`src/design/pwsh_pkg.sv`:
```
package pwsh_pkg;

  localparam int WP_COUNT = 5;
  localparam int WP_W     = 12;
  localparam int CFG_W    = WP_COUNT * WP_W;
  localparam int CFG_IDX_W = 3;

  localparam int SIG_W    = 16;
  localparam int S_DATA_W = 168;
  localparam int S_USER_W = 2;

  localparam int STAGES = 11;

  localparam int MAP_W  = 25;
  localparam int DIFF_W = 26;
  localparam int U_W    = 17;
  localparam int OFF_W  = 17;
  localparam int PROD_W = DIFF_W + OFF_W;
  localparam int DRV_W  = 16;
  localparam int LV_W   = 15;
  localparam int V_W    = 41;
  localparam int P1_W   = 56;
  localparam int D_W    = 30;
  localparam int LVL_W  = 13;
  localparam int M1_W   = 43;
  localparam int M2_W   = 58;
  localparam int Q_W    = 28;
  localparam int N_W    = 19;
  localparam int RCP_W  = 20;
  localparam int T_W    = N_W + RCP_W;
  localparam int O_W    = 18;

  // segment edges on the offset input, Q11 volts
  localparam logic signed [U_W-1:0] U_BIAS = 17'sd10240;
  localparam logic signed [U_W-1:0] U_SEG1 = 17'sd5120;
  localparam logic signed [U_W-1:0] U_SEG2 = 17'sd10240;
  localparam logic signed [U_W-1:0] U_SEG3 = 17'sd15360;

  // 5 V in Q31
  localparam logic signed [V_W-1:0] V_BIAS = 41'sd10737418240;

  localparam logic signed [17:0] DRV_MIN = 18'sd2048;
  localparam logic signed [17:0] DRV_MAX = 18'sd20480;
  localparam logic [LV_W-1:0] LV_FULL = 15'd20480;

  localparam logic signed [P1_W-1:0] P1_RND  = 56'sd33554432;
  localparam logic signed [D_W-1:0]  CLIP_HI = 30'sd655360;
  localparam logic signed [D_W-1:0]  CLIP_LO = -30'sd655360;

  // level scale is 5 * 2^30: shift by 30, then divide by 5
  localparam logic signed [M2_W-1:0] M2_RND = 58'sd2684354560;
  localparam logic signed [Q_W-1:0]  Q_LIM  = 28'sd200000;
  localparam logic [RCP_W-1:0]       RCP5   = 20'd838861;
  localparam int                     RCP_SH = 22;
  localparam logic signed [O_W-1:0]  O_BIAS = 18'sd40000;
  localparam logic signed [O_W-1:0]  O_OFFS = 18'sd5120;
  localparam logic signed [O_W-1:0]  O_MAX  = 18'sd32767;
  localparam logic signed [O_W-1:0]  O_MIN  = -18'sd32768;

  typedef enum logic [CFG_IDX_W-1:0] {
    REG_WAYPOINTS,
    REG_FIRST_GAINS,
    REG_SECOND_GAINS,
    REG_DRIVE,
    REG_LEVEL,
    REG_HARD_CLIP,
    REG_IN_BIPOLAR,
    REG_OUT_BIPOLAR
  } cfg_reg_t;

  typedef struct packed {
    logic [CFG_W-1:0] waypoints;
    logic [CFG_W-1:0] first_cv_gains;
    logic [CFG_W-1:0] second_cv_gains;
    logic [11:0]      drive_setting;
    logic [LVL_W-1:0] level_setting;
    logic             hard_clip_enable;
    logic             input_bipolar;
    logic             output_bipolar;
  } cfg_t;

  localparam cfg_t CFG_RESET = '{
    waypoints:        60'h800600400200000,
    first_cv_gains:   60'h0,
    second_cv_gains:  60'h0,
    drive_setting:    12'd512,
    level_setting:    13'd2048,
    hard_clip_enable: 1'b1,
    input_bipolar:    1'b0,
    output_bipolar:   1'b0
  };

  typedef logic [STAGES-1:0] stage_en_t;
  typedef logic signed [MAP_W-1:0] map_t;
  typedef map_t [WP_COUNT-1:0] map_vec_t;

endpackage

```
`src/design/pwsh_flow.sv`:
```
module pwsh_flow (
  input  logic                 clk,
  input  logic                 rst,
  input  logic                 s_tvalid,
  input  logic                 m_tready,
  output pwsh_pkg::stage_en_t  en,
  output logic                 s_tready,
  output logic                 m_tvalid
);

  logic [pwsh_pkg::STAGES-1:0] vld;
  logic [pwsh_pkg::STAGES-1:0] vld_in;

  assign vld_in = {vld[pwsh_pkg::STAGES-2:0], s_tvalid};

  // a stage loads when it is empty or the one after it loads too
  always_comb begin
    en[pwsh_pkg::STAGES-1] = !vld[pwsh_pkg::STAGES-1] || m_tready;
    for (int k = pwsh_pkg::STAGES - 2; k >= 0; k--) begin
      en[k] = !vld[k] || en[k+1];
    end
  end

  always_ff @(posedge clk) begin
    if (rst) begin
      vld <= '0;
    end else begin
      for (int k = 0; k < pwsh_pkg::STAGES; k++) begin
        if (en[k]) begin
          vld[k] <= vld_in[k];
        end
      end
    end
  end

  assign s_tready = en[0];
  assign m_tvalid = vld[pwsh_pkg::STAGES-1];

endmodule

```
`config.mk`:
```
export PLATFORM = sky130hd
export DESIGN_NAME = pwsh_flow
export DESIGN_NICKNAME = d
export VERILOG_FILES = /design/src/design/pwsh_pkg.sv /design/src/design/pwsh_flow.sv
export SDC_FILE = /design/constraint.sdc
export NUM_CORES = 1
export LEC_CHECK = 0
export BUFFER_PORTS_ARGS = -buffer_cell sky130_fd_sc_hd__buf_2
export CAP_MARGIN = 10
export CORE_MARGIN = 4
export CORE_UTILIZATION = 25
export CTS_BUF_LIST = sky130_fd_sc_hd__clkbuf_4 sky130_fd_sc_hd__clkbuf_8
export DETAILED_ROUTE_END_ITERATION = 12
export GPL_ROUTABILITY_DRIVEN = 1
export HOLD_SLACK_MARGIN = 0.05
export SLEW_MARGIN = 20
export SYNTH_ARGS = -nofsm -noshare
export SYNTH_HDL_FRONTEND = slang
export SYNTH_SLANG_ARGS = --single-unit
```
`constraint.sdc`:
```
create_clock -name clk -period 2 [get_ports clk]
set_input_delay 0.2 -clock clk [delete_from_list [all_inputs] [get_ports clk]]
set_output_delay 0.2 -clock clk [all_outputs]
set_load 0.02 [all_outputs]
```
## Word-level counts from Yosys, hierarchy flattened

Cells that the tools add are included.

- Input port bits: 4
- Word-level logic and storage cells: 33
- Output and inout bits: 13
- Register bits: 11

- Reductions and logical operators: 22

Operators by type and width:

| operator | count |
|---|---|
| 1-bit zero test | 11 |
| 1-bit logical OR | 11 |

## Depth between registers and ports, before layout

- Depth in word-level cells: 12
- Gate-level depth with buffers: 6
- Depth with buffers taken out: 4

## Worst setup path before layout

OpenSTA, ideal clock, no wires.

- Kind: register to output
- From: reg vld[10] (netlist name)
- To: out en[0]
- Required time: 1.800 ns
- Slack: 0.271 ns
- Data arrival time: 1.529 ns
- Buffers on the path: 2
- Cell stages (with the launch flop): 7
- Path through: dfxtp_1 and4b_1 buf_6 inv_4 nor4_1 inv_1 buf_4

- Longest elaborated chain between the ends: 12

RTL lines:

| what | RTL line | RTL |
|---|---|---|
| from (decl) | pwsh_flow.sv:11 | `logic [pwsh_pkg::STAGES-1:0] vld;` |
| from (signal, indexed assignment) | pwsh_flow.sv:30 | `vld[k] <= vld_in[k];` |
| 1-bit zero test | pwsh_flow.sv:18 | `en[pwsh_pkg::STAGES-1] = !vld[pwsh_pkg::STAGES-1] \|\| m_tready;` |
| 1-bit logical OR | pwsh_flow.sv:18 |  |
| 1-bit logical OR (2 in series) | pwsh_flow.sv:20 | `en[k] = !vld[k] \|\| en[k+1];` |
| named net en[8] | pwsh_flow.sv:6 | `output pwsh_pkg::stage_en_t en,` |
| 1-bit logical OR (8 in series) | pwsh_flow.sv:20 |  |
| to (decl) | pwsh_flow.sv:6 |  |

The timed path passes the listed nets, and every way through them passes these cells.

## Final worst setup path

- From: reg vld[9] (netlist name)
- To: out en[1]

- Longest elaborated chain between the ends: 10

RTL lines:

| what | RTL line |
|---|---|
| 1-bit zero test | pwsh_flow.sv:20 |
| 1-bit logical OR (9 in series) | pwsh_flow.sv:20 |

Every way passes these cells.

==> out/metrics.csv <==
metric,value,unit
# DRC,0,
Final Cycle Share,0.934,
global route overflow,0,
Vias/cell,4.11,
max-capacitance violation count,0,
vias in the first global route,379,
largest net degree at the start of global routing,12,
share of the synthesized area in the top cell type,0.484,
initial core utilization,0.264,
syn nets,58,
mapped cell area,455,µm²
Critical Path RT,1800,ps
critical path class,reg -> out,
reg2reg end,vld[1]$_SDFFE_PP0P_,
flop2flop setup slack,580,ps
antenna violations before repair,0,
Detailed Route Iter0 Violations,4,
"Avg Cell Area, Syn",8.43,µm²
Setup-failing EPs final,0,
# rows,15,
Worst Hold Path Cells,2,
Synth Register Bits,11,
H-tree level count,1,
Max stage delay on crit path,520,ps
Final min period,1870,ps
Hold Path End,vld[0]$_SDFFE_PP0P_,
R2R cell count,4,
first-pass detailed-route iteration total,4,
ys async rst share,0,
worst slew pin tran,333,ps
core box area,1730,µm²
CTS sink cnt,11,
sequential cell area fraction in the yosys report,0.484,
cts hold-fix bufs,0,
NumNets Final,77,
Leakage,0.209,nW
crit path launch type,flop,
Max clock buf depth,2,
Setup crit end kind,output pin,
top post-synthesis cells by count,"dfxtp_1, inv_1, nor2_1",
worst-path fanout max,5,
synth top area cells,"dfxtp_1, a21oi_1, inv_1, nor2_1, or4_4",
Yosys top cell by area,dfxtp_1,
Syn Inst Count,54,
diode count,0,
DRT antenna net count,0,
Pins Over Slew Limit,0,
RSZ-0062 raised after global routing,false,
final-report hold violation count,0,
top flop regs,vld: 11 flops,
Synth Warn #,0,
WP buf/inv,2,
number of synthesized flops with an enable pin,0,
crit path DAT,1670,ps
max reg flops,11,
final setup TNS,0,ps
Worst Min Path Start,s_tvalid,
clock latency at the later pin of the worst-skew pair,260,ps
largest register by flop count,vld,
Max transition margin,0.776,
clk slew on worst S/H paths,70,ps
WL per Instance,9.04,µm
die span in y,50.7,µm
cts repair resizes,0,
Inserted Clock Buffers,3,
total global routing track utilization,0.0838,
VDD IR max,0.000231,V
Crit-path slowest cell,or4_4,
Worst Hold Class,in -> reg,
"delay-heaviest family, CP",simple AND/OR/NAND/NOR gates,
Netlist cell types,18,
"count leader, synth",dfxtp_1,
die area,2570,µm²
area grow syn2layout,27.7,%
fill cell count,206,
Die Wd,50.7,µm
Post-CTS Setup Bufs,0,
via count,399,
Setup Skew,2.46,ps
Final GP Congestion,0.741,
status,"finished, final reports clean",
reg2reg start,vld[9]$_SDFFE_PP0P_,
Clock Root Buffer,clkbuf_4,
Ports,17,
PwrDens,682,nW/µm²
DRT Wirelength,877,µm
fmax,535,MHz
CTS tree,yes,
number of port buffers,16,
total power,0.397,mW
first-pass GRT wire length,1520,µm
crit-path cells,and4b_1 > inv_4 > or4_4 > buf_2,
ys flop type,dfxtp_1,
fraction of layout cells with a size suffix above 1,0.375,
==> placed cells by master, fill, tap and decap left out <==
cell	netlist	final
nor4_1	1	1
a21oi_1	6	6
nor2b_1	1	1
clkbuf_4	0	4
o21ba_2	1	1
nor2_1	7	7
nand2_1	5	5
buf_4	1	1
inv_1	7	7
or3_1	1	1
or4_4	2	2
nand3_1	4	4
a21oi_2	2	2
inv_4	1	1
and4b_1	1	1
and3_1	1	1
buf_2	0	16
dfxtp_1	11	11
==> area by class of cell <==
cell class / count / area [µm²] / share of cell area
repair buffers: 17 / 87.6 / 0.151
flip-flops and latches: 11 / 220 / 0.378
clock buffers: 4 / 30.0 / 0.0516
multi-input cells: 32 / 180 / 0.310
well taps: 25 / 31.3 / 0.0538
inverters: 8 / 32.5 / 0.0559
==> metrics by stage <==
stage | util | cell area [µm²] | instances | setup slack (ps) | hold slack (ps)
after global routing | 0.337 | 582 | 97 | 2.02 | 155
after global placement | 0.320 | 552 | 93 | 430 | 426
after floorplan | - | 455 | 54 | 271 | 342
final | 0.337 | 582 | 97 | 132 | 158
after detailed placement | 0.320 | 552 | 93 | 427 | 434
after CTS | 0.337 | 582 | 97 | 119 | 151
==> how the worst max path moves through the flow <==
stage	start	end	depth (start not counted)
3_5_place_dp	vld[9]$_SDFFE_PP0P_	en[1]	4
3_3_place_gp	m_tready	en[2]	5
5_1_grt	vld[9]$_SDFFE_PP0P_	en[0]	5
2_1_floorplan	vld[10]$_SDFFE_PP0P_	en[0]	6
6_report	vld[9]$_SDFFE_PP0P_	en[1]	4
4_1_cts	vld[9]$_SDFFE_PP0P_	en[1]	4
==> routing by layer <==
metal | track usage | up-vias | share of wire
li1 | - | 212 | -
met1 | 0.0946 | 171 | 0.44
met2 | 0.117 | 12 | 0.46
met3 | 0.0326 | 4 | 0.059
met4 | 0.0807 | 0 | 0.041
met5 | 0 | - | 0
==> cells by family (layout without fill, tap and decap cells) <==
family,after synthesis,count (layout),share of synthesized area
DFF,11,11,0.484
and+or+nand+nor,23,23,0.269
AOI/OAI and AO/OA,9,9,0.126
buffers and inverters,11,29,0.121
==> where the power goes <==
group | leakage, nW | internal (mW) | switching [mW]
logic | 0.101 | 0.00494 | 0.00602
clock network | 0.0184 | 0.0907 | 0.0710
registers | 0.0892 | 0.222 | 0.00203
total | 0.209 | 0.318 | 0.0791
(Power assumes the default switching activity.)
