--- src/design/pwsh_pkg.sv ---
package pwsh_pkg;

  localparam int WP_COUNT = 5;
  localparam int WP_W     = 12;
  localparam int CFG_W    = WP_COUNT * WP_W;
  localparam int CFG_IDX_W = 3;

  localparam int SIG_W    = 16;
  localparam int S_DATA_W = 168;
  localparam int S_USER_W = 2;

  localparam int STAGES = 11;

  localparam int MAP_W  = 25;
  localparam int DIFF_W = 26;
  localparam int U_W    = 17;
  localparam int OFF_W  = 17;
  localparam int PROD_W = DIFF_W + OFF_W;
  localparam int DRV_W  = 16;
  localparam int LV_W   = 15;
  localparam int V_W    = 41;
  localparam int P1_W   = 56;
  localparam int D_W    = 30;
  localparam int LVL_W  = 13;
  localparam int M1_W   = 43;
  localparam int M2_W   = 58;
  localparam int Q_W    = 28;
  localparam int N_W    = 19;
  localparam int RCP_W  = 20;
  localparam int T_W    = N_W + RCP_W;
  localparam int O_W    = 18;

  // segment edges on the offset input, Q11 volts
  localparam logic signed [U_W-1:0] U_BIAS = 17'sd10240;
  localparam logic signed [U_W-1:0] U_SEG1 = 17'sd5120;
  localparam logic signed [U_W-1:0] U_SEG2 = 17'sd10240;
  localparam logic signed [U_W-1:0] U_SEG3 = 17'sd15360;

  // 5 V in Q31
  localparam logic signed [V_W-1:0] V_BIAS = 41'sd10737418240;

  localparam logic signed [17:0] DRV_MIN = 18'sd2048;
  localparam logic signed [17:0] DRV_MAX = 18'sd20480;
  localparam logic [LV_W-1:0] LV_FULL = 15'd20480;

  localparam logic signed [P1_W-1:0] P1_RND  = 56'sd33554432;
  localparam logic signed [D_W-1:0]  CLIP_HI = 30'sd655360;
  localparam logic signed [D_W-1:0]  CLIP_LO = -30'sd655360;

  // level scale is 5 * 2^30: shift by 30, then divide by 5
  localparam logic signed [M2_W-1:0] M2_RND = 58'sd2684354560;
  localparam logic signed [Q_W-1:0]  Q_LIM  = 28'sd200000;
  localparam logic [RCP_W-1:0]       RCP5   = 20'd838861;
  localparam int                     RCP_SH = 22;
  localparam logic signed [O_W-1:0]  O_BIAS = 18'sd40000;
  localparam logic signed [O_W-1:0]  O_OFFS = 18'sd5120;
  localparam logic signed [O_W-1:0]  O_MAX  = 18'sd32767;
  localparam logic signed [O_W-1:0]  O_MIN  = -18'sd32768;

  typedef enum logic [CFG_IDX_W-1:0] {
    REG_WAYPOINTS,
    REG_FIRST_GAINS,
    REG_SECOND_GAINS,
    REG_DRIVE,
    REG_LEVEL,
    REG_HARD_CLIP,
    REG_IN_BIPOLAR,
    REG_OUT_BIPOLAR
  } cfg_reg_t;

  typedef struct packed {
    logic [CFG_W-1:0] waypoints;
    logic [CFG_W-1:0] first_cv_gains;
    logic [CFG_W-1:0] second_cv_gains;
    logic [11:0]      drive_setting;
    logic [LVL_W-1:0] level_setting;
    logic             hard_clip_enable;
    logic             input_bipolar;
    logic             output_bipolar;
  } cfg_t;

  localparam cfg_t CFG_RESET = '{
    waypoints:        60'h800600400200000,
    first_cv_gains:   60'h0,
    second_cv_gains:  60'h0,
    drive_setting:    12'd512,
    level_setting:    13'd2048,
    hard_clip_enable: 1'b1,
    input_bipolar:    1'b0,
    output_bipolar:   1'b0
  };

  typedef logic [STAGES-1:0] stage_en_t;
  typedef logic signed [MAP_W-1:0] map_t;
  typedef map_t [WP_COUNT-1:0] map_vec_t;

endpackage

--- src/design/pwsh_gain.sv ---
module pwsh_gain (
  input  logic                               clk,
  input  logic [6:0]                         en,
  input  pwsh_pkg::cfg_t                     cfg,
  input  logic signed [pwsh_pkg::V_W-1:0]    v,
  input  logic [pwsh_pkg::DRV_W-1:0]         drive,
  input  logic [pwsh_pkg::LV_W-1:0]          lv_in,
  output logic signed [pwsh_pkg::SIG_W-1:0]  signal_out
);

  logic signed [pwsh_pkg::V_W+pwsh_pkg::DRV_W:0]   p1_full;
  logic signed [pwsh_pkg::P1_W-1:0]                p1_rnd;
  logic signed [pwsh_pkg::D_W-1:0]                 d_raw, d_next;
  logic signed [pwsh_pkg::D_W+pwsh_pkg::LVL_W:0]   m1_full;
  logic signed [pwsh_pkg::M1_W+pwsh_pkg::LV_W:0]   m2_full;
  logic signed [pwsh_pkg::M2_W-1:0]                m2_rnd;
  logic signed [pwsh_pkg::Q_W-1:0]                 q, q_clamped;
  logic signed [pwsh_pkg::O_W-1:0]                 o_sum;

  logic signed [pwsh_pkg::P1_W-1:0]  p1;
  logic signed [pwsh_pkg::D_W-1:0]   d;
  logic signed [pwsh_pkg::M1_W-1:0]  m1;
  logic signed [pwsh_pkg::M2_W-1:0]  m2;
  logic [pwsh_pkg::N_W-1:0]          n;
  logic [pwsh_pkg::T_W-1:0]          t;
  logic [pwsh_pkg::LV_W-1:0]         lv5, lv6, lv7;

  always_comb begin
    p1_full = v * signed'({1'b0, drive});
    p1_rnd  = p1 + pwsh_pkg::P1_RND;
    d_raw   = p1_rnd[pwsh_pkg::P1_W-1:26];
    if (cfg.hard_clip_enable && d_raw > pwsh_pkg::CLIP_HI) begin
      d_next = pwsh_pkg::CLIP_HI;
    end else if (cfg.hard_clip_enable && d_raw < pwsh_pkg::CLIP_LO) begin
      d_next = pwsh_pkg::CLIP_LO;
    end else begin
      d_next = d_raw;
    end

    m1_full = d * signed'({1'b0, cfg.level_setting});
    m2_full = m1 * signed'({1'b0, lv7});

    // floor of the Q30 shift; clamping keeps saturation and bounds the /5
    m2_rnd = m2 + pwsh_pkg::M2_RND;
    q      = m2_rnd[pwsh_pkg::M2_W-1:30];
    if (q > pwsh_pkg::Q_LIM) begin
      q_clamped = pwsh_pkg::Q_LIM;
    end else if (q < -pwsh_pkg::Q_LIM) begin
      q_clamped = -pwsh_pkg::Q_LIM;
    end else begin
      q_clamped = q;
    end

    // divide by 5 through reciprocal, remove the bias, add the output offset unless output is bipolar
    o_sum = signed'({1'b0, t[pwsh_pkg::T_W-1:pwsh_pkg::RCP_SH]}) - pwsh_pkg::O_BIAS
            + (cfg.output_bipolar ? '0 : pwsh_pkg::O_OFFS);
  end

  always_ff @(posedge clk) begin
    if (en[0]) begin
      p1  <= p1_full[pwsh_pkg::P1_W-1:0];
      lv5 <= lv_in;
    end
    if (en[1]) begin
      d   <= d_next;
      lv6 <= lv5;
    end
    if (en[2]) begin
      m1  <= m1_full[pwsh_pkg::M1_W-1:0];
      lv7 <= lv6;
    end
    if (en[3]) begin
      m2  <= m2_full[pwsh_pkg::M2_W-1:0];
    end
    if (en[4]) begin
      n   <= pwsh_pkg::N_W'(q_clamped + pwsh_pkg::Q_LIM);
    end
    if (en[5]) begin
      t   <= n * pwsh_pkg::RCP5;
    end
    if (en[6]) begin
      if (o_sum > pwsh_pkg::O_MAX) begin
        signal_out <= pwsh_pkg::SIG_W'(pwsh_pkg::O_MAX);
      end else if (o_sum < pwsh_pkg::O_MIN) begin
        signal_out <= pwsh_pkg::SIG_W'(pwsh_pkg::O_MIN);
      end else begin
        signal_out <= o_sum[pwsh_pkg::SIG_W-1:0];
      end
    end
  end

endmodule

--- config.mk ---
export PLATFORM = sky130hd
export DESIGN_NAME = pwsh_gain
export DESIGN_NICKNAME = d
export VERILOG_FILES = /design/src/design/pwsh_pkg.sv /design/src/design/pwsh_gain.sv
export SDC_FILE = /design/constraint.sdc
export NUM_CORES = 2
export LEC_CHECK = 0
export BUFFER_PORTS_ARGS = -buffer_cell sky130_fd_sc_hd__buf_2
export CORE_MARGIN = 2
export CORE_UTILIZATION = 40
export DETAILED_ROUTE_END_ITERATION = 10
export GPL_TIMING_DRIVEN = 0
export PLACE_DENSITY = 0.68
export SYNTH_ARGS = -nofsm -noshare
export SYNTH_HDL_FRONTEND = slang
export SYNTH_SLANG_ARGS = --single-unit
--- constraint.sdc ---
create_clock -name clk -period 9.1 [get_ports clk]
set_clock_uncertainty 0.2 [all_clocks]
set_input_delay 0.455 -clock clk [delete_from_list [all_inputs] [get_ports clk]]
set_output_delay 0.455 -clock clk [all_outputs]
set_load 0.01 [all_outputs]
---- Yosys cells after proc, flatten, opt, wreduce, memory -nomap -nowiden ----
Index checks and enable logic that the tools add are counted.
word-level totals
  word-level logic and storage cells ...... 34
  output and inout port bits .............. 16
  register bits after elaboration ......... 306
  input port bits ......................... 288
operators by class
  muxes and demuxes ....................... 5
  add/subtract/negate cells ............... 5
  magnitude comparators ................... 6
  reduce and logical (&&, ||, !) cells .... 3
  $mul .................................... 4
operators by type and width
  kind                      number
  $add A58 B33 Y58 const B  1
  $mul A43 B16 Y58          1
  $add A56 B27 Y56 const B  1
  $mul A41 B17 Y56          1
  $mul A30 B14 Y43          1
  $mul A19 B20 Y39 const B  1
  $mux W19                  2
  $gt A30 B21 Y1 const B    1
  $lt A30 B21 Y1 const B    1
  $mux W30                  1
  $gt A28 B19 Y1 const B    1
  $lt A28 B19 Y1 const B    1
  $add A19 B19 Y19 const B  1
  $add A18 B13 Y18          1
  $gt A18 B16 Y1 const B    1
  $lt A18 B16 Y1 const B    1
  $sub A17 B16 Y18 const B  1
  $mux W16                  1
  $mux W13                  1
  $logic_and A1 B1 Y1       2
  $reduce_or A2 Y1          1

---- Longest topological paths before layout ----
  word-level depth ........................ 5
  mapped depth ............................ 26
  depth with buffers taken out ............ 25

---- Worst setup path after synthesis ----
Ideal clock, no wire load.
  path kind ............................... input to register
  from .................................... input port v[20] in the netlist's numbering
  to ...................................... register p1[54] in the netlist's numbering (data pin)
  stages on the path ...................... 23
  setup time .............................. 0.258 ns
  required time ........................... 8.642 ns
  slack ................................... 2.155 ns
  data arrival time ....................... 6.487 ns
  buffers on the path ..................... 1
  cell sequence ........................... clkbuf_1 > nand2_1 > fa_1 > fa_1 > fa_1 > inv_1 > fa_1 > fa_1 > inv_1 > fa_1 > inv_1 > ha_1 > a21oi_1 > o31ai_1 > a311o_1 > and3_1 > a221oi_1 > a21oi_1 > o21ai_0 > nand2_1 > a211o_1 > a21oi_1 > xnor2_1
on the way
  word-level cells in the longest chain between the ends .. 1
ends and longest elaborated chain
  what                   RTL line         text
  start, declared        pwsh_gain.sv:5   input logic signed [pwsh_pkg::V_W-1:0] v,
  $mul A41 B17 Y56       pwsh_gain.sv:29  p1_full = v * signed'({1'b0, drive});
  net p1_full (one bit)  pwsh_gain.sv:11  logic signed [pwsh_pkg::V_W+pwsh_pkg::DRV_W:0] p1_full;
  end signal, assigned   pwsh_gain.sv:61  p1 <= p1_full[pwsh_pkg::P1_W-1:0];
  end, declared          pwsh_gain.sv:20  logic signed [pwsh_pkg::P1_W-1:0] p1;
The timed path passes the listed nets, and every way through them passes these cells.
A chain may end at the register's enable or synchronous reset.

---- Final worst setup path ----
  from .................................... input port drive[10] in the netlist's numbering
  to ...................................... register p1[54] in the netlist's numbering (data pin)
on the way
  word-level cells in the longest chain between the ends .. 1
ends and longest elaborated chain
  what                   RTL line         text
  start, declared        pwsh_gain.sv:6   input logic [pwsh_pkg::DRV_W-1:0] drive,
  $mul A41 B17 Y56       pwsh_gain.sv:29
  net p1_full (one bit)  pwsh_gain.sv:11
The timed path passes the listed nets, and every way through them passes these cells.

==> run summary <==
Clk_lat worst skew: 640 ps
Avg Vias per Cell: 5.03
GPL Wtd Cong: 0.960
Post-synth EDFFs: 230
CTS tree: yes
Die Y-Extent: 420 um
Post-route ant nets: 0
Unrepaired setup endpoints after global routing: no
Ys flop type: edfxtp_1
Critical path launch point type: input port
Syn nets: 9776
Required @ worst endpoint: 9230 ps
Max Slew Vio Count: 0
Seq cells post-synth: 230
Total negative slack: 0 ps
Yosys top cell by area: fa_1
Utilization after layout: 43.0%
CTS max path bufs: 3
Critical Path End Type: flop
Largest net degree at the start of global routing: 59
Fin crit share: 96.3%
Initial antenna violation count: 15
Vias: 49375
Initial Util: 40.3%
Fraction of layout cells with a size suffix above 1: 2.89%
Reg area: 0.00691 mm^2
Final min period: 8760 ps
Ys Warns: 0
Yosys cell types: 77
Nets: 9916
Initial drt markers: 3170
Fillers: 16559
Clock sink count: 230
H-tree Lvls: 1
Vias in the first global route: 53724
Worst setup path class: input port to flop
Setup Fix Bufs, Post-CTS: 0
Crit path max fanout: 10
Synth Instances: 7344
Hold Fails Final Rpt: 0
Count leader, synth: inv_1
Synth top area share: 47.5%
WL per Instance: 18.8 um
Area contributors post-synth: fa_1, inv_1, edfxtp_1
GR Overflow Total: 0
Worst-Margin Slew: 1310 ps
Port Buf Inserts: 97
Fmax: 114 MHz
Synthesized area per cell: 9.43 um^2
Placement row count: 152
DP Wirelength: 158 mm
Clk pin slew, worst setup/hold paths: 70 ps
DIE AREA: 0.176 mm^2
Slew headroom: 12.5%
GRT Total Usage: 21.7%
Die width: 420 um
Residual DRC: 0
Final setup vio count: 0
Global-route wire length before repair: 297 mm
Syn Std Cell Area: 0.0692 mm^2
TritonRoute pass-1 iters: 5
Arr. time, crit path: 8900 ps
Area Growth Syn to Fin: 6.62%
Outcome: complete, no violations
Register area share after synthesis: 9.97%
Core Area: 0.172 mm^2
Worst Hold Class: input port to flop
Commonest cells in the netlist: inv_1, fa_1, nand2_1, and2_1, ha_1
Root buf cell: clkbuf_16
Io pins: 304
Post-synth ARST share: 0%
Cts bufs inserted: 29
Drt total wl: 185 mm
Max-capacitance violation count: 0
Multi-input logic area: 0.0541 mm^2
==> layer usage <==
metal | vias to the layer above | wire length [um] | track usage (%)
li1 | 21788 | - | -
met1 | 25319 | 73400 | 27.6
met2 | 1828 | 89500 | 37.1
met3 | 426 | 13900 | 3.53
met4 | 14 | 8230 | 7.95
met5 | - | 89 | 0
==> critical path, stage by stage <==
cell	delay, ps
buf_2	170
clkbuf_1	710
nand2_1	150
fa_1	530
inv_1	60
fa_1	500
fa_1	630
fa_1	450
fa_1	490
inv_1	40
fa_1	470
inv_1	40
ha_1	320
a21oi_1	250
o211ai_1	160
a211oi_1	710
o211ai_1	640
a221oi_4	660
a21oi_1	260
o21ai_0	370
nand2_1	200
a211o_1	320
a21oi_1	190
xnor2_1	130
==> layout make-up <==
class                           count  area share, %
Buffer                            307           1.64
Multi-Input combinational cell   4929           73.3
Tap cell                         2310           3.91
Inverter                         1875           9.53
Clock buffer                       30          0.988
Timing Repair Buffer              112          0.864
Sequential cell                   230           9.36
Antenna cell                        7         0.0237
Clock inverter                     24          0.351
==> per-stage QoR <==
stage	area, um^2	hold WS [ps]	worst slack [ps]	instances
finish	73800	48.9	338	9824
global route	73800	41.6	19.7	9818
CTS	73800	14.0	76.8	9820
detailed placement	72600	205	-773	9751
global placement	72600	204	-734	9751
floorplan	69200	200	2160	7344
==> registers in the layout, summed over array words and instances (netlist names) <==
register,flops
m1,43
p1,31
d,30
m2,29
n,19
t,17
signal_out,16
lv5,15
lv6,15
lv7,15
==> what timing repair did <==
| action | in CTS | in global routing |
|---|---|---|
| hold buffers | 15 | 0 |
| endpoints found under the setup margin | 12 | 11 |
| endpoints found under the hold margin | 15 | 0 |
| resized for setup | 17 | 29 |
==> logic make-up after synthesis <==
| kind of cell | Yosys count | share of synthesized area [%] |
|---|---|---|
| DFF | 230 | 9.97 |
| xor gates and xnor gates | 201 | 2.54 |
| adders and majority gates | 2144 | 56.6 |
| muxes | 4 | 0.0614 |
| and+or+nand+nor | 2175 | 15.2 |
| AOI/OAI and AO/OA | 405 | 3.75 |
| buffers and inverters | 2185 | 11.9 |
==> cells in the final DEF (no fill, tap or decap), types with 75 or more instances in the layout <==
master	Yosys	final
fa_1	1643	1643
nor2_1	117	117
and2_1	685	685
edfxtp_1	230	230
ha_1	501	501
o21ai_0	76	75
a21oi_1	125	125
clkbuf_1	305	276
xnor2_1	138	138
inv_1	1875	1875
buf_2	2	98
nand2_1	1117	1117
==> worst paths after layout <==
check	slack, ps	depth (start not counted)	to	startpoint
worst max-delay path	340	24	p1[54]	drive[10]
worst max register to register	510	21	m2[48]	m1[14]
worst min register to register	180	0	lv7[8]	lv6[8]
worst min-delay path	50	1	signal_out[1]	en[6]
Power is left out: the tool's default activity adds up to more than one toggle a clock period on the data nets, which glitch-free logic cannot reach.
