===== src/design/pwsh_pkg.sv =====
package pwsh_pkg;

  localparam int WP_COUNT = 5;
  localparam int WP_W     = 12;
  localparam int CFG_W    = WP_COUNT * WP_W;
  localparam int CFG_IDX_W = 3;

  localparam int SIG_W    = 16;
  localparam int S_DATA_W = 168;
  localparam int S_USER_W = 2;

  localparam int STAGES = 11;

  localparam int MAP_W  = 25;
  localparam int DIFF_W = 26;
  localparam int U_W    = 17;
  localparam int OFF_W  = 17;
  localparam int PROD_W = DIFF_W + OFF_W;
  localparam int DRV_W  = 16;
  localparam int LV_W   = 15;
  localparam int V_W    = 41;
  localparam int P1_W   = 56;
  localparam int D_W    = 30;
  localparam int LVL_W  = 13;
  localparam int M1_W   = 43;
  localparam int M2_W   = 58;
  localparam int Q_W    = 28;
  localparam int N_W    = 19;
  localparam int RCP_W  = 20;
  localparam int T_W    = N_W + RCP_W;
  localparam int O_W    = 18;

  // segment edges on the offset input, Q11 volts
  localparam logic signed [U_W-1:0] U_BIAS = 17'sd10240;
  localparam logic signed [U_W-1:0] U_SEG1 = 17'sd5120;
  localparam logic signed [U_W-1:0] U_SEG2 = 17'sd10240;
  localparam logic signed [U_W-1:0] U_SEG3 = 17'sd15360;

  // 5 V in Q31
  localparam logic signed [V_W-1:0] V_BIAS = 41'sd10737418240;

  localparam logic signed [17:0] DRV_MIN = 18'sd2048;
  localparam logic signed [17:0] DRV_MAX = 18'sd20480;
  localparam logic [LV_W-1:0] LV_FULL = 15'd20480;

  localparam logic signed [P1_W-1:0] P1_RND  = 56'sd33554432;
  localparam logic signed [D_W-1:0]  CLIP_HI = 30'sd655360;
  localparam logic signed [D_W-1:0]  CLIP_LO = -30'sd655360;

  // level scale is 5 * 2^30: shift by 30, then divide by 5
  localparam logic signed [M2_W-1:0] M2_RND = 58'sd2684354560;
  localparam logic signed [Q_W-1:0]  Q_LIM  = 28'sd200000;
  localparam logic [RCP_W-1:0]       RCP5   = 20'd838861;
  localparam int                     RCP_SH = 22;
  localparam logic signed [O_W-1:0]  O_BIAS = 18'sd40000;
  localparam logic signed [O_W-1:0]  O_OFFS = 18'sd5120;
  localparam logic signed [O_W-1:0]  O_MAX  = 18'sd32767;
  localparam logic signed [O_W-1:0]  O_MIN  = -18'sd32768;

  typedef enum logic [CFG_IDX_W-1:0] {
    REG_WAYPOINTS,
    REG_FIRST_GAINS,
    REG_SECOND_GAINS,
    REG_DRIVE,
    REG_LEVEL,
    REG_HARD_CLIP,
    REG_IN_BIPOLAR,
    REG_OUT_BIPOLAR
  } cfg_reg_t;

  typedef struct packed {
    logic [CFG_W-1:0] waypoints;
    logic [CFG_W-1:0] first_cv_gains;
    logic [CFG_W-1:0] second_cv_gains;
    logic [11:0]      drive_setting;
    logic [LVL_W-1:0] level_setting;
    logic             hard_clip_enable;
    logic             input_bipolar;
    logic             output_bipolar;
  } cfg_t;

  localparam cfg_t CFG_RESET = '{
    waypoints:        60'h800600400200000,
    first_cv_gains:   60'h0,
    second_cv_gains:  60'h0,
    drive_setting:    12'd512,
    level_setting:    13'd2048,
    hard_clip_enable: 1'b1,
    input_bipolar:    1'b0,
    output_bipolar:   1'b0
  };

  typedef logic [STAGES-1:0] stage_en_t;
  typedef logic signed [MAP_W-1:0] map_t;
  typedef map_t [WP_COUNT-1:0] map_vec_t;

endpackage


===== src/design/pwsh_interp.sv =====
module pwsh_interp (
  input  logic                               clk,
  input  logic [2:0]                         en,
  input  pwsh_pkg::map_vec_t                 map,
  input  logic signed [pwsh_pkg::U_W-1:0]    u,
  input  logic [1:0]                         seg,
  input  logic [pwsh_pkg::DRV_W-1:0]         drive_in,
  input  logic [pwsh_pkg::LV_W-1:0]          lv_in,
  output logic signed [pwsh_pkg::V_W-1:0]    v,
  output logic [pwsh_pkg::DRV_W-1:0]         drive,
  output logic [pwsh_pkg::LV_W-1:0]          lv
);

  pwsh_pkg::map_t                        lo_pt, hi_pt;
  logic signed [pwsh_pkg::OFF_W-1:0]     off_next;

  pwsh_pkg::map_t                        base;
  logic signed [pwsh_pkg::DIFF_W-1:0]    diff;
  logic signed [pwsh_pkg::OFF_W-1:0]     off;
  logic signed [pwsh_pkg::PROD_W-1:0]    prod;
  logic signed [pwsh_pkg::V_W-1:0]       bterm;
  logic [pwsh_pkg::DRV_W-1:0]            drive2, drive3;
  logic [pwsh_pkg::LV_W-1:0]             lv2, lv3;

  always_comb begin
    lo_pt = map[seg];
    hi_pt = map[{1'b0, seg} + 3'd1];
    unique case (seg)
      2'd0:    off_next = u;
      2'd1:    off_next = u - pwsh_pkg::U_SEG1;
      2'd2:    off_next = u - pwsh_pkg::U_SEG2;
      default: off_next = u - pwsh_pkg::U_SEG3;
    endcase
  end

  always_ff @(posedge clk) begin
    if (en[0]) begin
      base   <= lo_pt;
      diff   <= pwsh_pkg::DIFF_W'(hi_pt) - pwsh_pkg::DIFF_W'(lo_pt);
      off    <= off_next;
      drive2 <= drive_in;
      lv2    <= lv_in;
    end
    if (en[1]) begin
      prod   <= diff * off;
      // 5120 * base - 5 V
      bterm  <= (pwsh_pkg::V_W'(base) <<< 12) + (pwsh_pkg::V_W'(base) <<< 10)
                - pwsh_pkg::V_BIAS;
      drive3 <= drive2;
      lv3    <= lv2;
    end
    if (en[2]) begin
      v      <= pwsh_pkg::V_W'(prod) + bterm;
      drive  <= drive3;
      lv     <= lv3;
    end
  end

endmodule


===== config.mk =====
export PLATFORM = sky130hd
export DESIGN_NAME = pwsh_interp
export DESIGN_NICKNAME = d
export VERILOG_FILES = /design/src/design/pwsh_pkg.sv /design/src/design/pwsh_interp.sv
export SDC_FILE = /design/constraint.sdc
export NUM_CORES = 2
export LEC_CHECK = 0
export BUFFER_PORTS_ARGS = -buffer_cell sky130_fd_sc_hd__buf_2
export CAP_MARGIN = 30
export CORE_AREA = 8 8 242 244
export CTS_CLUSTER_SIZE = 14
export DETAILED_ROUTE_END_ITERATION = 12
export DIE_AREA = 0 0 250 252
export PLACE_DENSITY_LB_ADDON = 0.15
export SYNTH_ARGS = -nofsm -noshare
export SYNTH_HDL_FRONTEND = slang
export SYNTH_SLANG_ARGS = --single-unit

===== constraint.sdc =====
create_clock -name clk -period 16.8 [get_ports clk]
set_clock_uncertainty 0.05 [all_clocks]
set_input_delay 0.84 -clock clk [delete_from_list [all_inputs] [get_ports clk]]
set_output_delay 0.84 -clock clk [all_outputs]
set_load 0.02 [all_outputs]

## Word-level counts from Yosys, hierarchy flattened

Index checks and enable logic that the tools add are counted.

| word-level totals | value |
|---|---|
| register bits after elaboration | 284 |
| output and inout bits | 72 |
| word-level logic and storage cells | 31 |

| operators by class | value |
|---|---|
| $add $sub $neg | 8 |
| $mul | 1 |
| order comparisons | 2 |
| equality and inequality tests | 2 |
| mux-type cells | 5 |
| reduce and logical (&&, ||, !) cells | 1 |

Operators by type and width:

| operator | count |
|---|---|
| 25-bit binary-select mux with 3-bit select | 1 |
| 17-bit one-hot mux with 3 select lines | 1 |
| 25-bit binary-select mux with 2-bit select | 1 |
| 25-bit two-way mux | 2 |
| 41-bit adder | 1 |
| 26-bit by 17-bit multiplier with 41-bit output | 1 |
| 38-bit by 35-bit subtractor with 39-bit output, second input constant | 1 |
| 37-bit by 35-bit adder with 38-bit output | 1 |
| 17-bit by 15-bit subtractor with 17-bit output, second input constant | 2 |
| 25-bit by 25-bit subtractor with 26-bit output | 1 |
| 17-bit by 14-bit subtractor with 17-bit output, second input constant | 1 |
| 2-bit by 4-bit < comparator with 1-bit output, second input constant | 1 |
| 3-bit by 4-bit < comparator with 1-bit output, second input constant | 1 |
| 2-bit by 1-bit adder with 3-bit output, second input constant | 1 |
| 2-bit by 1-bit == test with 1-bit output, second input constant | 1 |
| 2-bit == test, second input constant | 1 |
| 2-bit zero test | 1 |

## Logic depth before layout (Yosys ltp)

| depth | value |
|---|---|
| word-level depth | 4 |
| gate-level depth with buffers | 24 |
| mapped depth without buffers | 23 |

## Worst setup path after synthesis

Ideal clock, no wire load.

| timing | value |
|---|---|
| path kind | register -> register |
| from | register off[8] (netlist bit) |
| to | register prod[38] (netlist bit), data pin |
| data arrival time | 6.202 ns |
| required time | 16.570 ns |
| setup slack | 10.368 ns |
| stages on the path, launching flop included | 25 |
| cell sequence | edfxtp_1 clkbuf_1 clkbuf_1 nand2_1 fa_1 inv_1 fa_1 inv_1 fa_1 inv_1 fa_1 fa_1 inv_1 fa_1 inv_1 ha_1 a211o_1 o211ai_1 a21oi_1 or4_1 buf_2 o2111ai_2 a21oi_1 or3_1 o311ai_1 |

| between the ends | value |
|---|---|
| longest elaborated chain between the ends | 1 |

RTL lines:

| item | line | text |
|---|---|---|
| start: declaration | pwsh_interp.sv:19 | `logic signed [pwsh_pkg::OFF_W-1:0] off;` |
| start signal: assignment | pwsh_interp.sv:40 | `off <= off_next;` |
| 26-bit by 17-bit multiplier with 41-bit output | pwsh_interp.sv:45 | `prod <= diff * off;` |
| end signal: assignment | pwsh_interp.sv:45 |  |
| end: declaration | pwsh_interp.sv:20 | `logic signed [pwsh_pkg::PROD_W-1:0] prod;` |

Every way passes these cells.
A chain may end at the register's enable or synchronous reset.

## Worst setup path in the final report

| timing | value |
|---|---|
| from | register off[2] (netlist bit) |
| to | register prod[30] (netlist bit), data pin |

Same word-level chain as after synthesis.

==> impl_metrics.tcl <==
set metrics [dict create \
    status "complete, no violations" \
    regArea_um2 8170 \
    async_flop_share_pct 0 \
    grt_pass1_vias 22852 \
    initial_core_util_pct 54.2 \
    synthXorXnorAreaFrac_pct 3.28 \
    antenna_left 0 \
    io_buffers 250 \
    hold_path_end "drive[6]" \
    die_w_um 250 \
    path_class "reg -> reg" \
    syn_inst 2823 \
    routedWlPerCell_um 19.4 \
    coreArea_um2 54700 \
    drive_gt1_share_pct 11.8 \
    clock_path_buffers 3 \
    syn2layout_area_growth_pct 10.2 \
    cts_tree "yes" \
    holdBufCountCts 0 \
    cts_resized 0 \
    critPathMostFrequentCell "fa_1" \
    synth_compound_area_share_pct 8.20 \
    hold_violations 0 \
    path_cells "nand2_1 -> fa_1 -> inv_1 -> fa_1 -> inv_1 -> fa_1 -> inv_1 -> fa_1 -> fa_1 -> inv_1 -> fa_1 -> inv_1 -> ha_1 -> a211o_1 -> o211ai_1 -> a21oi_1 -> or4_1 -> a21oi_2 -> o21ai_1 -> o21a_1 -> o311ai_1" \
    gr-usage-all-layers_pct 23.4 \
    slew_violations 0 \
    drc 0 \
    synthMuxAreaShare_pct 3.57 \
    clock_latency_ns 0.59 \
    synthAdderAreaFrac_pct 37.3 \
    overflow 0 \
    cp-end-kind "register" \
    ys_warn_count 0 \
    synth_top_family_by_area "adder cells" \
    route.vias.total 20959 \
    top_level_ports 251 \
    num-fill-cells 4614 \
    dieArea_um2 63000 \
    syn_area_um2 29600 \
    cts_root_buffer "clkbuf_16" \
    grt_max_degree 73 \
    rows 86 \
    multi_input_comb_area_um2 19000 \
    yosys.area.top_type "fa_1" \
    slowest_delay_ns 0.95 \
    antenna_found_initial 1 \
    hpwl_um 58300 \
    cp_max_fo 26 \
    first_pass_iters 6 \
    period_needed_ns 7.19 \
    fin_setup_tns_ns 0 \
    layout.nets 3838 \
    clock_sinks 272 \
    clkTransAtPathRegs_ns 0.06 \
    antenna_cells 0 \
    seq_area_frac_synth_pct 27.6 \
    rsz0062_at_grt "false" \
    hold_path.class "reg -> reg" \
    timing.rr.end "prod[30]" \
    max_freq_mhz 139 \
    grt_pass1_wl_um 118000 \
    cp_top_family "adder cells" \
    cp.buffers_inverters 5 \
    whs_path_depth 0 \
    drt-initial-drc-count 1336 \
    synth_edf_count 272 \
    drt-vias-per-instance 5.58 \
    ff2ff_path_depth 21 \
    fp.dieH_um 252 \
    r2r-start "off[2]" \
    hp-start "drive3[6]" \
    ys_ff_latch 272 \
    routed_wl_um 73000 \
    max_slew.worst_pin.slew_ns 1.05 \
    synthFlopType "edfxtp_1" \
    synth_top_cell_area_share_pct 28.5 \
    h-tree-depth 1 \
    cts_setup_buffers 0 \
    gp_congestion 0.897 \
    fin_crit_sh_pct 42.8 \
    syn_nets 3633 \
    rrSetupSlack_ns 9.61 \
    setup_viol 0 \
    synthTopCellsByArea "fa_1 (28%), edfxtp_1 (28%), ha_1 (8.9%)" \
    syn_avg_cell_area_um2 10.5 \
    ys_types 71 \
    critPathRequiredTime_ns 17.14 \
    yosys.area_share.simple_pct 11.9 \
    slew_headroom_pct 29.8 \
    numCtsBuffers 31 \
    cp.arrival_ns 7.53 \
    max_cap_violations 0 \
    cpMaxStageDelayCell "edfxtp_1" \
    setup.worst_path.start_class "register" \
]
how the worst max path moves through the flow:
stage,end,cells past startpoint,start,slack [ns]
6_report,prod[30],21,off[2],9.61
3_5_place_dp,diff[19],15,seg[1],9.45
3_3_place_gp,diff[24],15,seg[1],9.19
4_1_cts,prod[38],21,off[2],9.64
2_1_floorplan,prod[38],24,off[8],10.37
5_1_grt,prod[37],21,off[8],9.18
per-stage QoR:
step | hold slack [ns] | area (um^2) | instances | setup slack (ns) | util, %
global route | 0.357 | 32600 | 3756 | 9.18 | 59.7
floorplan | 0.350 | 29600 | 2823 | 10.37 | -
global placement | 0.350 | 31500 | 3696 | 9.19 | 57.6
detailed placement | 0.355 | 31500 | 3697 | 9.45 | 57.7
finish | 0.368 | 32600 | 3756 | 9.61 | 59.7
CTS | 0.351 | 32600 | 3754 | 9.64 | 59.6
flip-flops by register name (all words and copies together), names as in the netlist:
name / flops
drive: 16
lv2: 15
diff: 26
v: 41
bterm: 29
drive3: 16
lv: 15
base: 25
drive2: 16
lv3: 15
prod: 41
off: 17
cell usage after synthesis (4+ instances only):
library cell and number:
nand2_1 278, nand2b_1 23, a31oi_1 29, a21oi_1 99, o311ai_1 4, ha_1 210
o211ai_1 6, and2_1 193, and3_1 9, nand4_1 7, o221ai_1 4, or3_1 15
nor3_1 26, or2_2 7, o21ai_0 48, xor2_1 21, clkbuf_1 90, buf_1 4
nor2b_1 15, a211o_1 7, a21o_1 33, a2111oi_0 4, o21a_1 24, nor2_1 113
a211oi_1 15, o31a_1 5, fa_1 421, mux4_2 26, inv_1 549, o311ai_0 4
o21bai_1 15, nand3_1 19, xnor2_1 90, edfxtp_1 272, mux2i_1 47, o31ai_1 9
o22ai_1 25
final cells by class:
class                   instances  share of cell area (%)
inverters                     550                    6.33
multi-input cells            1906                    58.3
clock inverters                24                   0.863
flip-flops and latches        272                    25.0
well taps                     704                    2.70
repair buffers                267                    4.37
clock buffers                  33                    2.40
logic make-up (layout without fill, tap and decap cells):
| family | after synthesis | after routing |
|---|---|---|
| multiplexers | 73 | 73 |
| flip-flops | 272 | 272 |
| AND/OR/NAND/NOR | 723 | 723 |
| AO/OA/AOI/OAI | 368 | 368 |
| XOR/XNOR | 111 | 111 |
| buffers and inverters | 645 | 874 |
| adder cells (fa/ha/maj) | 631 | 631 |
layout by cell type, fill, tap and decap left out, types with 18 or more instances in the layout:
| cell type | n |
|---|---|
| clkbuf_16 | 31 |
| and2_1 | 193 |
| a21oi_1 | 99 |
| buf_2 | 246 |
| edfxtp_1 | 272 |
| xnor2_1 | 90 |
| xor2_1 | 21 |
| mux2i_1 | 47 |
| a21o_1 | 33 |
| o22ai_1 | 25 |
| o21ai_0 | 48 |
| inv_1 | 549 |
| ha_1 | 209 |
| o21a_1 | 24 |
| buf_4 | 18 |
| nor3_1 | 26 |
| nand2b_1 | 23 |
| nand2_1 | 278 |
| nor2_1 | 113 |
| nand3_1 | 19 |
| a31oi_1 | 29 |
| mux4_2 | 26 |
| fa_1 | 421 |
layer usage:
| layer | vias up | part of all wire (%) | GRT usage [%] |
|---|---|---|---|
| met5 | - | 0 | 0 |
| met1 | 10577 | 38 | 27.9 |
| met3 | 160 | 4.4 | 2.60 |
| met4 | 0 | 4.1 | 8.98 |
| met2 | 642 | 53 | 43.4 |
| li1 | 9580 | - | - |
worst register-to-register path, cell delays in order (launching register included):
cell      delay [ns]
edfxtp_1        0.95
nand2_1         0.22
fa_1            0.58
inv_1           0.06
fa_1            0.53
inv_1           0.05
fa_1            0.49
inv_1           0.06
fa_1            0.51
fa_1            0.50
inv_1           0.05
fa_1            0.47
inv_1           0.04
ha_1            0.36
a211o_1         0.29
o211ai_1        0.09
a21oi_1         0.09
or4_1           0.70
a21oi_2         0.24
o21ai_1         0.16
o21a_1          0.24
o311ai_1        0.27
Power is left out: the tool's default activity adds up to more than one toggle a clock period on the data nets, which glitch-free logic cannot reach.
